$ cat src/hw/rtl/device_table_upsert_defines.svh
// Assertion macros shared by the device table RTL.
// Users must provide clk and rst_n in the scope where a macro is expanded.
`ifndef DEVICE_TABLE_UPSERT_DEFINES_SVH
`define DEVICE_TABLE_UPSERT_DEFINES_SVH

// Same-cycle implication, disabled while reset is asserted.
`define DTU_ASSERT_IMP(label, ante, cons, msg) \
  label: assert property (@(posedge clk) disable iff (!rst_n) (ante) |-> (cons)) \
    else $error(msg);

// Next-cycle implication, disabled while reset is asserted.
`define DTU_ASSERT_NXT(label, ante, cons, msg) \
  label: assert property (@(posedge clk) disable iff (!rst_n) (ante) |=> (cons)) \
    else $error(msg);

`endif

$ cat src/hw/rtl/dtu_pkg.sv
// Shared types and constants for the device table.
// No dependencies; dtu_merge and device_table_upsert refer to this package.
package dtu_pkg;

  localparam int TABLE_ENTRIES = 32;
  localparam int IDX_W = (TABLE_ENTRIES > 1) ? $clog2(TABLE_ENTRIES) : 1;
  localparam int CNT_W = $clog2(TABLE_ENTRIES + 1);
  localparam int CFG_W = 16;

  typedef logic [IDX_W-1:0] idx_t;
  typedef logic [CNT_W-1:0] cnt_t;

  localparam cnt_t FILL_MAX = cnt_t'(TABLE_ENTRIES);

  typedef logic [1:0] cfg_idx_t;
  localparam cfg_idx_t REG_TX_DBM_UNKNOWN = 2'd0;
  localparam cfg_idx_t REG_FLAGS_NONE     = 2'd1;
  localparam cfg_idx_t REG_COMPANY_NONE   = 2'd2;

  typedef struct packed {
    logic [47:0]       key;
    logic signed [7:0] rssi;
    logic signed [7:0] tx_dbm;
    logic [7:0]        flags;
    logic [15:0]       company;
  } rec_t;

  typedef struct packed {
    logic signed [7:0] tx_dbm_unknown;
    logic [7:0]        flags_none;
    logic [15:0]       company_none;
  } sentinel_t;

  typedef struct packed {
    logic [4:0]  entry_index;
    logic        hit;
    logic        inserted;
    logic        dropped_full;
    logic [2:0]  record_changes;
    logic [15:0] batch_changes;
    logic [5:0]  entry_count;
    logic        batch_done;
  } result_t;

endpackage

$ cat src/hw/rtl/dtu_in_if.sv
// Input channel of the device table: one scan record or clear command per transaction.
// Standalone interface with valid/ready handshake; no dependencies.
interface dtu_in_if;
  logic              valid;
  logic              ready;
  logic              func;
  logic [47:0]       dev_addr;
  logic signed [7:0] rssi;
  logic signed [7:0] tx_dbm;
  logic [7:0]        adv_flags;
  logic [15:0]       mfr_id;
  logic              last_of_batch;

  modport source (
    output valid, func, dev_addr, rssi, tx_dbm, adv_flags, mfr_id, last_of_batch,
    input  ready
  );
  modport sink (
    input  valid, func, dev_addr, rssi, tx_dbm, adv_flags, mfr_id, last_of_batch,
    output ready
  );
endinterface

$ cat src/hw/rtl/dtu_out_if.sv
// Result channel of the device table: one result per transaction.
// Standalone interface with valid/ready handshake; no dependencies.
interface dtu_out_if;
  logic        valid;
  logic        ready;
  logic [4:0]  entry_index;
  logic        hit;
  logic        inserted;
  logic        dropped_full;
  logic [2:0]  record_changes;
  logic [15:0] batch_changes;
  logic [5:0]  entry_count;
  logic        batch_done;

  modport source (
    output valid, entry_index, hit, inserted, dropped_full, record_changes,
           batch_changes, entry_count, batch_done,
    input  ready
  );
  modport sink (
    input  valid, entry_index, hit, inserted, dropped_full, record_changes,
           batch_changes, entry_count, batch_done,
    output ready
  );
endinterface

$ cat src/hw/rtl/dtu_merge.sv
// Field merge for a matching table entry: applies sentinel rules and counts changes.
// Depends on dtu_pkg for the record and sentinel types.
module dtu_merge (
  input  dtu_pkg::rec_t      stored,
  input  dtu_pkg::rec_t      incoming,
  input  dtu_pkg::sentinel_t sent,
  output dtu_pkg::rec_t      merged,
  output logic [2:0]         changes
);

  always_comb begin
    merged  = stored;
    changes = 3'd0;
    if (stored.rssi != incoming.rssi) begin
      merged.rssi = incoming.rssi;
      changes     = changes + 3'd1;
    end
    if (incoming.tx_dbm != sent.tx_dbm_unknown && stored.tx_dbm != incoming.tx_dbm) begin
      merged.tx_dbm = incoming.tx_dbm;
      changes       = changes + 3'd1;
    end
    if (incoming.flags != sent.flags_none && stored.flags != incoming.flags) begin
      merged.flags = incoming.flags;
      changes      = changes + 3'd1;
    end
    if (incoming.company != sent.company_none && stored.company != incoming.company) begin
      merged.company = incoming.company;
      changes        = changes + 3'd1;
    end
  end

endmodule

$ cat src/hw/rtl/device_table_upsert.sv
// Device table: a merge walks the filled entries, one memory read per cycle; a hit in
// slot j ends the walk there, a miss walks all filled entries (up to all 32), and a
// clear skips the walk. One transaction is in flight; the next is accepted once a result
// is registered, and it finishes only once that result is taken.
// Synchronous active-low reset empties the table, zeroes the batch total, restores sentinels.
`include "device_table_upsert_defines.svh"

module device_table_upsert (
  input  logic                        clk,
  input  logic                        rst_n,
  input  logic                        cfg_we,
  input  dtu_pkg::cfg_idx_t           cfg_index,
  input  logic [dtu_pkg::CFG_W-1:0]   cfg_wdata,
  dtu_in_if.sink                      in_ch,
  dtu_out_if.source                   out_ch
);

  typedef enum logic [1:0] {S_IDLE, S_SCAN, S_DONE} state_t;

  state_t               state_r;
  dtu_pkg::sentinel_t   sent_r;
  dtu_pkg::rec_t        item_r;
  logic                 func_r;
  logic                 last_r;
  dtu_pkg::cnt_t        ptr_r;
  logic                 pend_r;
  dtu_pkg::idx_t        pend_idx_r;
  logic                 hit_r;
  dtu_pkg::idx_t        idx_r;
  dtu_pkg::cnt_t        fill_r;
  logic [15:0]          batch_r;
  logic                 out_valid_r;
  dtu_pkg::result_t     out_r;

  dtu_pkg::rec_t        mem [dtu_pkg::TABLE_ENTRIES];
  dtu_pkg::rec_t        rdata_r;

  logic                 match;
  logic                 issue;
  dtu_pkg::idx_t        rd_addr;
  logic                 room;
  dtu_pkg::rec_t        merged;
  logic [2:0]           hit_chg;
  dtu_pkg::rec_t        wr_rec;
  dtu_pkg::idx_t        wr_idx;
  logic                 mem_we;
  logic [2:0]           chg;
  logic [16:0]          sum;
  logic [15:0]          total;
  logic                 done_go;
  dtu_pkg::cnt_t        fill_nxt;
  dtu_pkg::idx_t        res_idx;
  logic [dtu_pkg::IDX_W+4:0] idx_ext;
  logic [dtu_pkg::CNT_W+5:0] cnt_ext;
  dtu_pkg::result_t     res;
  logic [2:0]           out_kind;

  assign in_ch.ready = (state_r == S_IDLE);

  assign match   = pend_r && (rdata_r.key == item_r.key);
  assign rd_addr = ptr_r[dtu_pkg::IDX_W-1:0];
  assign issue   = (state_r == S_SCAN) && !match && (ptr_r < fill_r);
  assign room    = (fill_r < dtu_pkg::FILL_MAX);

  dtu_merge u_merge (
    .stored   (rdata_r),
    .incoming (item_r),
    .sent     (sent_r),
    .merged   (merged),
    .changes  (hit_chg)
  );

  always_comb begin
    wr_rec  = hit_r ? merged : item_r;
    wr_idx  = hit_r ? idx_r : fill_r[dtu_pkg::IDX_W-1:0];
    done_go = (state_r == S_DONE) && (!out_valid_r || out_ch.ready);
    mem_we  = done_go && !func_r && (hit_r || room);

    if (func_r) begin
      chg = 3'd0;
    end else if (hit_r) begin
      chg = hit_chg;
    end else if (room) begin
      chg = 3'd1;
    end else begin
      chg = 3'd0;
    end

    sum   = {1'b0, batch_r} + 17'(chg);
    total = sum[16] ? 16'hFFFF : sum[15:0];

    if (func_r) begin
      fill_nxt = '0;
    end else if (!hit_r && room) begin
      fill_nxt = fill_r + 1'b1;
    end else begin
      fill_nxt = fill_r;
    end

    if (hit_r) begin
      res_idx = idx_r;
    end else if (room) begin
      res_idx = fill_r[dtu_pkg::IDX_W-1:0];
    end else begin
      res_idx = '0;
    end

    idx_ext = (dtu_pkg::IDX_W + 5)'(res_idx);
    cnt_ext = (dtu_pkg::CNT_W + 6)'(fill_nxt);

    res                = '0;
    if (!func_r) begin
      res.entry_index    = idx_ext[4:0];
      res.hit            = hit_r;
      res.inserted       = !hit_r && room;
      res.dropped_full   = !hit_r && !room;
      res.record_changes = chg;
      res.batch_changes  = total;
      res.entry_count    = cnt_ext[5:0];
      res.batch_done     = last_r;
    end
  end

  always_ff @(posedge clk) begin
    if (!rst_n) begin
      sent_r.tx_dbm_unknown <= 8'sd127;
      sent_r.flags_none     <= 8'd0;
      sent_r.company_none   <= 16'hFFFF;
    end else if (cfg_we) begin
      unique case (cfg_index)
        dtu_pkg::REG_TX_DBM_UNKNOWN: sent_r.tx_dbm_unknown <= cfg_wdata[7:0];
        dtu_pkg::REG_FLAGS_NONE:     sent_r.flags_none     <= cfg_wdata[7:0];
        dtu_pkg::REG_COMPANY_NONE:   sent_r.company_none   <= cfg_wdata;
        default: begin
        end
      endcase
    end
  end

  always_ff @(posedge clk) begin
    if (mem_we) begin
      mem[wr_idx] <= wr_rec;
    end
    if (issue) begin
      rdata_r <= mem[rd_addr];
    end
  end

  always_ff @(posedge clk) begin
    if (!rst_n) begin
      state_r     <= S_IDLE;
      pend_r      <= 1'b0;
      hit_r       <= 1'b0;
      fill_r      <= '0;
      batch_r     <= '0;
      out_valid_r <= 1'b0;
    end else begin
      if (out_ch.ready) begin
        out_valid_r <= 1'b0;
      end
      unique case (state_r)
        S_IDLE: begin
          if (in_ch.valid) begin
            item_r.key     <= in_ch.dev_addr;
            item_r.rssi    <= in_ch.rssi;
            item_r.tx_dbm  <= in_ch.tx_dbm;
            item_r.flags   <= in_ch.adv_flags;
            item_r.company <= in_ch.mfr_id;
            func_r         <= in_ch.func;
            last_r         <= in_ch.last_of_batch;
            ptr_r          <= '0;
            pend_r         <= 1'b0;
            hit_r          <= 1'b0;
            state_r        <= in_ch.func ? S_DONE : S_SCAN;
          end
        end
        S_SCAN: begin
          if (match) begin
            hit_r   <= 1'b1;
            idx_r   <= pend_idx_r;
            pend_r  <= 1'b0;
            state_r <= S_DONE;
          end else if (issue) begin
            pend_r     <= 1'b1;
            pend_idx_r <= rd_addr;
            ptr_r      <= ptr_r + 1'b1;
          end else begin
            pend_r <= 1'b0;
            if (!pend_r) begin
              state_r <= S_DONE;
            end
          end
        end
        S_DONE: begin
          if (done_go) begin
            out_r       <= res;
            out_valid_r <= 1'b1;
            fill_r      <= fill_nxt;
            batch_r     <= (func_r || last_r) ? 16'd0 : total;
            state_r     <= S_IDLE;
          end
        end
        default: begin
          state_r <= S_IDLE;
        end
      endcase
    end
  end

  assign out_ch.valid          = out_valid_r;
  assign out_ch.entry_index    = out_r.entry_index;
  assign out_ch.hit            = out_r.hit;
  assign out_ch.inserted       = out_r.inserted;
  assign out_ch.dropped_full   = out_r.dropped_full;
  assign out_ch.record_changes = out_r.record_changes;
  assign out_ch.batch_changes  = out_r.batch_changes;
  assign out_ch.entry_count    = out_r.entry_count;
  assign out_ch.batch_done     = out_r.batch_done;

  assign out_kind = {out_r.hit, out_r.inserted, out_r.dropped_full};

  `DTU_ASSERT_IMP(a_fill_bound, 1'b1, fill_r <= dtu_pkg::FILL_MAX, "Fill over table size.")
  `DTU_ASSERT_IMP(a_scan_ptr, state_r == S_SCAN, ptr_r <= fill_r, "Scan pointer past fill.")
  `DTU_ASSERT_NXT(a_ins_fill, mem_we && !hit_r, fill_r == $past(fill_r) + 1'b1, "No growth.")
  `DTU_ASSERT_IMP(a_outcome, out_valid_r, $onehot0(out_kind), "Result has more than one outcome.")
  `DTU_ASSERT_IMP(a_ins_chg, out_valid_r && out_r.inserted, out_r.record_changes == 3'd1, "Ins.")

endmodule

$ cat src/flat_wrapper.sv
// flat-port wrapper written by rule: the top's interface ports become plain ports
module device_table_upsert_flat 
  (clk, rst_n, cfg_we, cfg_index, cfg_wdata, in_ch_valid, in_ch_func, in_ch_dev_addr, in_ch_rssi, in_ch_tx_dbm, in_ch_adv_flags, in_ch_mfr_id, in_ch_last_of_batch, in_ch_ready, out_ch_valid, out_ch_entry_index, out_ch_hit, out_ch_inserted, out_ch_dropped_full, out_ch_record_changes, out_ch_batch_changes, out_ch_entry_count, out_ch_batch_done, out_ch_ready);
  dtu_in_if in_ch_i ();
  dtu_out_if out_ch_i ();
  input  logic clk;
  input  logic rst_n;
  input  logic cfg_we;
  input  dtu_pkg::cfg_idx_t cfg_index;
  input  logic [dtu_pkg::CFG_W-1:0] cfg_wdata;
  input wire logic [$bits(in_ch_i.valid)-1:0] in_ch_valid;
  input wire logic [$bits(in_ch_i.func)-1:0] in_ch_func;
  input wire logic [$bits(in_ch_i.dev_addr)-1:0] in_ch_dev_addr;
  input wire logic [$bits(in_ch_i.rssi)-1:0] in_ch_rssi;
  input wire logic [$bits(in_ch_i.tx_dbm)-1:0] in_ch_tx_dbm;
  input wire logic [$bits(in_ch_i.adv_flags)-1:0] in_ch_adv_flags;
  input wire logic [$bits(in_ch_i.mfr_id)-1:0] in_ch_mfr_id;
  input wire logic [$bits(in_ch_i.last_of_batch)-1:0] in_ch_last_of_batch;
  output wire logic [$bits(in_ch_i.ready)-1:0] in_ch_ready;
  output wire logic [$bits(out_ch_i.valid)-1:0] out_ch_valid;
  output wire logic [$bits(out_ch_i.entry_index)-1:0] out_ch_entry_index;
  output wire logic [$bits(out_ch_i.hit)-1:0] out_ch_hit;
  output wire logic [$bits(out_ch_i.inserted)-1:0] out_ch_inserted;
  output wire logic [$bits(out_ch_i.dropped_full)-1:0] out_ch_dropped_full;
  output wire logic [$bits(out_ch_i.record_changes)-1:0] out_ch_record_changes;
  output wire logic [$bits(out_ch_i.batch_changes)-1:0] out_ch_batch_changes;
  output wire logic [$bits(out_ch_i.entry_count)-1:0] out_ch_entry_count;
  output wire logic [$bits(out_ch_i.batch_done)-1:0] out_ch_batch_done;
  input wire logic [$bits(out_ch_i.ready)-1:0] out_ch_ready;
  assign in_ch_i.valid = in_ch_valid;
  assign in_ch_i.func = in_ch_func;
  assign in_ch_i.dev_addr = in_ch_dev_addr;
  assign in_ch_i.rssi = in_ch_rssi;
  assign in_ch_i.tx_dbm = in_ch_tx_dbm;
  assign in_ch_i.adv_flags = in_ch_adv_flags;
  assign in_ch_i.mfr_id = in_ch_mfr_id;
  assign in_ch_i.last_of_batch = in_ch_last_of_batch;
  assign in_ch_ready = in_ch_i.ready;
  assign out_ch_valid = out_ch_i.valid;
  assign out_ch_entry_index = out_ch_i.entry_index;
  assign out_ch_hit = out_ch_i.hit;
  assign out_ch_inserted = out_ch_i.inserted;
  assign out_ch_dropped_full = out_ch_i.dropped_full;
  assign out_ch_record_changes = out_ch_i.record_changes;
  assign out_ch_batch_changes = out_ch_i.batch_changes;
  assign out_ch_entry_count = out_ch_i.entry_count;
  assign out_ch_batch_done = out_ch_i.batch_done;
  assign out_ch_i.ready = out_ch_ready;
  device_table_upsert u_core (.clk(clk), .rst_n(rst_n), .cfg_we(cfg_we), .cfg_index(cfg_index), .cfg_wdata(cfg_wdata), .in_ch(in_ch_i), .out_ch(out_ch_i));
endmodule
$ cat config.mk
export PLATFORM = sky130hd
export DESIGN_NAME = device_table_upsert_flat
export DESIGN_NICKNAME = d
export VERILOG_FILES = /design/src/hw/rtl/dtu_pkg.sv /design/src/hw/rtl/dtu_in_if.sv /design/src/hw/rtl/dtu_out_if.sv /design/src/hw/rtl/dtu_merge.sv /design/src/hw/rtl/device_table_upsert.sv /design/src/flat_wrapper.sv
export VERILOG_INCLUDE_DIRS = /design/src /design/src/hw/rtl
export SDC_FILE = /design/constraint.sdc
export NUM_CORES = 2
export LEC_CHECK = 0
export ABC_CLOCK_PERIOD_IN_PS = 5500
export BUFFER_PORTS_ARGS = -buffer_cell sky130_fd_sc_hd__buf_2
export CAP_MARGIN = 20
export CORE_UTILIZATION = 55
export DETAILED_ROUTE_END_ITERATION = 16
export GPL_ROUTABILITY_DRIVEN = 0
export PLACE_DENSITY = 0.74
export SKIP_CTS_REPAIR_TIMING = 1
export SYNTH_ARGS = -nofsm -noshare
export SYNTH_HDL_FRONTEND = slang
export SYNTH_SLANG_ARGS = --single-unit
$ cat constraint.sdc
create_clock -name clk -period 5.5 [get_ports clk]
set_input_delay 0 -clock clk [delete_from_list [all_inputs] [get_ports clk]]
set_output_delay 0 -clock clk [all_outputs]
set_load 0.03 [all_outputs]
==> metrics.md <==
| Metric | Value |
|---|---|
| Share of layout cells above drive strength 1 | `a little under 30%` |
| RR Endpoint | `u_core.batch_r[2]` |
| Post-synthesis sequential area ratio | `between 70 and 80%` |
| Antenna Nets Post-Route | `0` |
| Critical path class | `reg2reg` |
| DRC | `0` |
| Dominant cells by area after synthesis | `edfxtp_1 77%, mux4_2 17%, dfxtp_1 0.99%` |
| Final Core Density | `around 63%` |
| Largest net degree at the start of global routing | `140` |
| Synthesis Warnings | `0` |
| Critical path data arrival time | `roughly 5700 ps` |
| Prevailing post-synth register cell | `edfxtp_1` |
| First-pass GRT wire length | `about 410,000 µm` |
| Die Ht | `~470 µm` |
| Mean Syn Cell Area | `roughly 24 µm²` |
| CTS tree | `done` |
| Critical path cell sequence | `xnor2_1, nand4_1, buf_4, inv_1, ha_1, xnor2_1, ha_1, nand3_1, xor2_1, nor2_1, ha_1, a21oi_1, or3_1, or3_1, a21oi_1, a21oi_1, nor2_1` |
| Startpoint types | `flip-flop` |
| Endpoint class of the critical path | `flip-flop` |
| CTS Root Cell | `clkbuf_16` |
| Period utilisation layout | `87.4%` |
| Longest Clk Path Bufs | `4` |
| Initial Utilization | `approximately 55%` |
| Min-Delay Path Class | `in2reg` |
| CP Launch Point | `u_core.item_r[39]` |
| Total Wirelength | `291,000 µm` |
| Mux cell area share after synthesis | `18.3%` |
| RSZ-0062 raised after global routing | `no` |
| Die Area | `0.218 mm²` |
| CTS sink cnt | `3,103` |
| CP required | `about 6300 ps` |
| Final layout net count | `roughly 5,700` |
| Hold slack | `~39 ps` |
| Normalized max-slew margin | `19.4%` |
| PwrDens | `372 mW/mm²` |
| Post-DP Area | `between 0.1 and 0.15 mm²` |
| Antenna fix cells | `0` |
| Post-synth EDFFs | `a little over 3,000` |
| Layout overhead on the synthesized area | `14.2%` |
| Most frequent cells in the layout | `3,044 x edfxtp_1, 880 x mux4_2, 320 x clkbuf_16, 249 x dlygate4sd3_1, 148 x buf_2` |
| DR WL/cell | `33.7 µm` |
| Clk slew on worst S/H paths | `roughly 60 ps` |
| DR vias | `between 50,000 and 60,000` |
| DR iter-0 viols | `approximately 8,400` |
| H-Tree Level Count | `5` |
| Crit-path slowest cell | `edfxtp_1` |
| Delay of the slowest critical-path stage | `1030 ps` |
| Worst clock skew | `55.0 ps` |
| Reg2reg start | `u_core.item_r[39]` |
| Largest fanout on the critical path | `33` |
| Synth Register Bits | `a little over 3,000` |
| Top-area cell type share of the netlist area | `between 70% and 80%` |
| Cell taking the most area after synthesis | `edfxtp_1` |
| Worst reg-to-reg path cell count | `17` |
| Most common cell after layout, fill and taps aside | `edfxtp_1` |
| Yosys cell types | `57` |
| Count of final max-slew check failures | `0` |
| Leak | `42.4 nW` |
| Worst skew pair latency | `between 900 and 1000 ps` |
| Vias in the first global route | `roughly 57,000` |
| Via/cell ratio | `6.63` |
| Worst slew pin tran | `~1200 ps` |
| Placed cell count | `~8,000` |
| Mapped Area | `approximately 0.12 mm²` |
| Core area | `roughly 0.21 mm²` |
| Setup violators final | `0` |
| Maximum vdd drop | `~0.34 mV` |
| Port buffer count | `148` |
| Tot Pwr | `between 50 and 60 mW` |
| Synth Area in Adders | `less than 1%` |
| Tmin final | `about 4800 ps` |
| TritonRoute pass-1 iters | `6` |
| Mapped Cells | `around 5,000` |
| Io pins | `between 100 and 150` |
| Post-synth ARST share | `0%` |
| XOR/XNOR Fraction of Synth Area | `0.978%` |
| Design Area, Final | `0.136 mm²` |
| Synth Area in Compound Gates | `0.585%` |
| Status | `complete, no violations` |
| Post-Syn Nets | `slightly above 5,000` |
| Crit path to | `u_core.batch_r[2]` |
| Max Clk Rate | `208 MHz` |
| Row count | `170` |
| Post-synthesis simple-gate area fraction | `1.18%` |
| Num CTS Buffers | `roughly 310` |
| Die width | `between 400 and 500 µm` |
| Gr usage total | `between 20% and 30%` |
| Reg-to-reg slack, setup | `roughly 700 ps` |
| Post-route insts no fill | `slightly below 9,000` |
| Post-DP HPWL | `~140,000 µm` |
| Initial antenna violation count | `4` |
| Combinational family with the most area after synthesis | `multiplexers` |
| Grt ovf | `0` |
| Max cap viols | `0` |
| Endpoints failing hold | `0` |
## synthesized netlist by cell type (all sizes together), types with 10 or more instances
| library cell | instances |
|---|---|
| nand2 | 96 |
| nand4 | 19 |
| nor2 | 88 |
| xnor2 | 67 |
| dfxtp | 59 |
| nor3 | 10 |
| mux4 | 880 |
| mux2i | 11 |
| nand3 | 41 |
| ha | 14 |
| a21oi | 49 |
| nor4 | 18 |
| edfxtp | 3044 |
| buf | 95 |
| mux2 | 167 |
| xor2 | 66 |
| inv | 22 |
| clkbuf | 153 |
| o21ai | 26 |
## sequential cells by signal, indices dropped and copies added, names as in the netlist, 2 cells and up
signal and cells:
u_core.ptr_r 6, u_core.item_r 88, u_core.out_ch.entry_index 5, u_core.rdata_r 88
u_core.out_ch.entry_count 6, u_core.idx_r 5, u_core.fill_r 6, u_core.mem 2816
u_core.batch_r 16, u_core.state_r 2, u_core.sent_r 32, u_core.out_ch.batch_changes 16
u_core.pend_idx_r 5, u_core.out_ch.record_changes 3
## cell type report
cell class | instances | area (µm²)
tap | 2838 | 3550
fill | 13700 | 78800
sequential | 3103 | 92600
timing repair buffer | 528 | 4870
inverter | 23 | 86.3
clock buffer | 378 | 8250
multi-input combinational | 1626 | 25500
clock inverter | 154 | 1150
## stage by stage
stage / setup slack, ps / setup TNS (ps)
after floorplan: -96.8 / -262780
after global placement: 918 / 0
after detailed placement: 767 / 0
after CTS: 747 / 0
after global routing: 443 / 0
final: 693 / 0
## power breakdown
group	internal [mW]	switching, mW	leakage (nW)	total (mW)
logic	1.84	2.15	9.92	4.00
clock network	11.4	8.62	4.58	20.0
registers	26.4	0.159	27.9	26.5
## worst max-delay path: cells and delay by family (launching register included)
family                   cells  cell delay, ps
flip-flops                   1            1030
AO/OA/AOI/OAI                3             490
adder cells (fa/ha/maj)      3             850
XOR/XNOR                     3             660
AND/OR/NAND/NOR              6            1430
buffers and inverters        2             260
## cells by family (layout without fill, tap and decap cells)
logic type      count (synthesis)  in the layout
simple gates                  306            306
buf+inv                       271           1083
flops                        3103           3103
mux                          1058           1058
fa+ha+maj                      15             15
compound gates                114            114
xor+xnor                      133            133
## per-layer routing
metal	GRT usage, %	part of all wire (%)	vias to the layer above
met1	38.3	38	30400
met3	5.25	11	571
met5	0	0	-
met4	7.77	2.9	0
li1	-	-	22500
met2	41.6	48	3896
## worst min path at each step
stage | startpoint | endpoint | cells past startpoint
floorplan | in_ch_func | u_core.func_r | 0
global placement | in_ch_dev_addr[15] | u_core.item_r[55] | 1
detailed placement | in_ch_adv_flags[5] | u_core.item_r[21] | 1
CTS | in_ch_dev_addr[45] | u_core.item_r[85] | 1
global route | cfg_wdata[2] | u_core.sent_r[26] | 4
finish | cfg_wdata[2] | u_core.sent_r[26] | 4
Note: power is estimated with default switching activity, not from simulation.
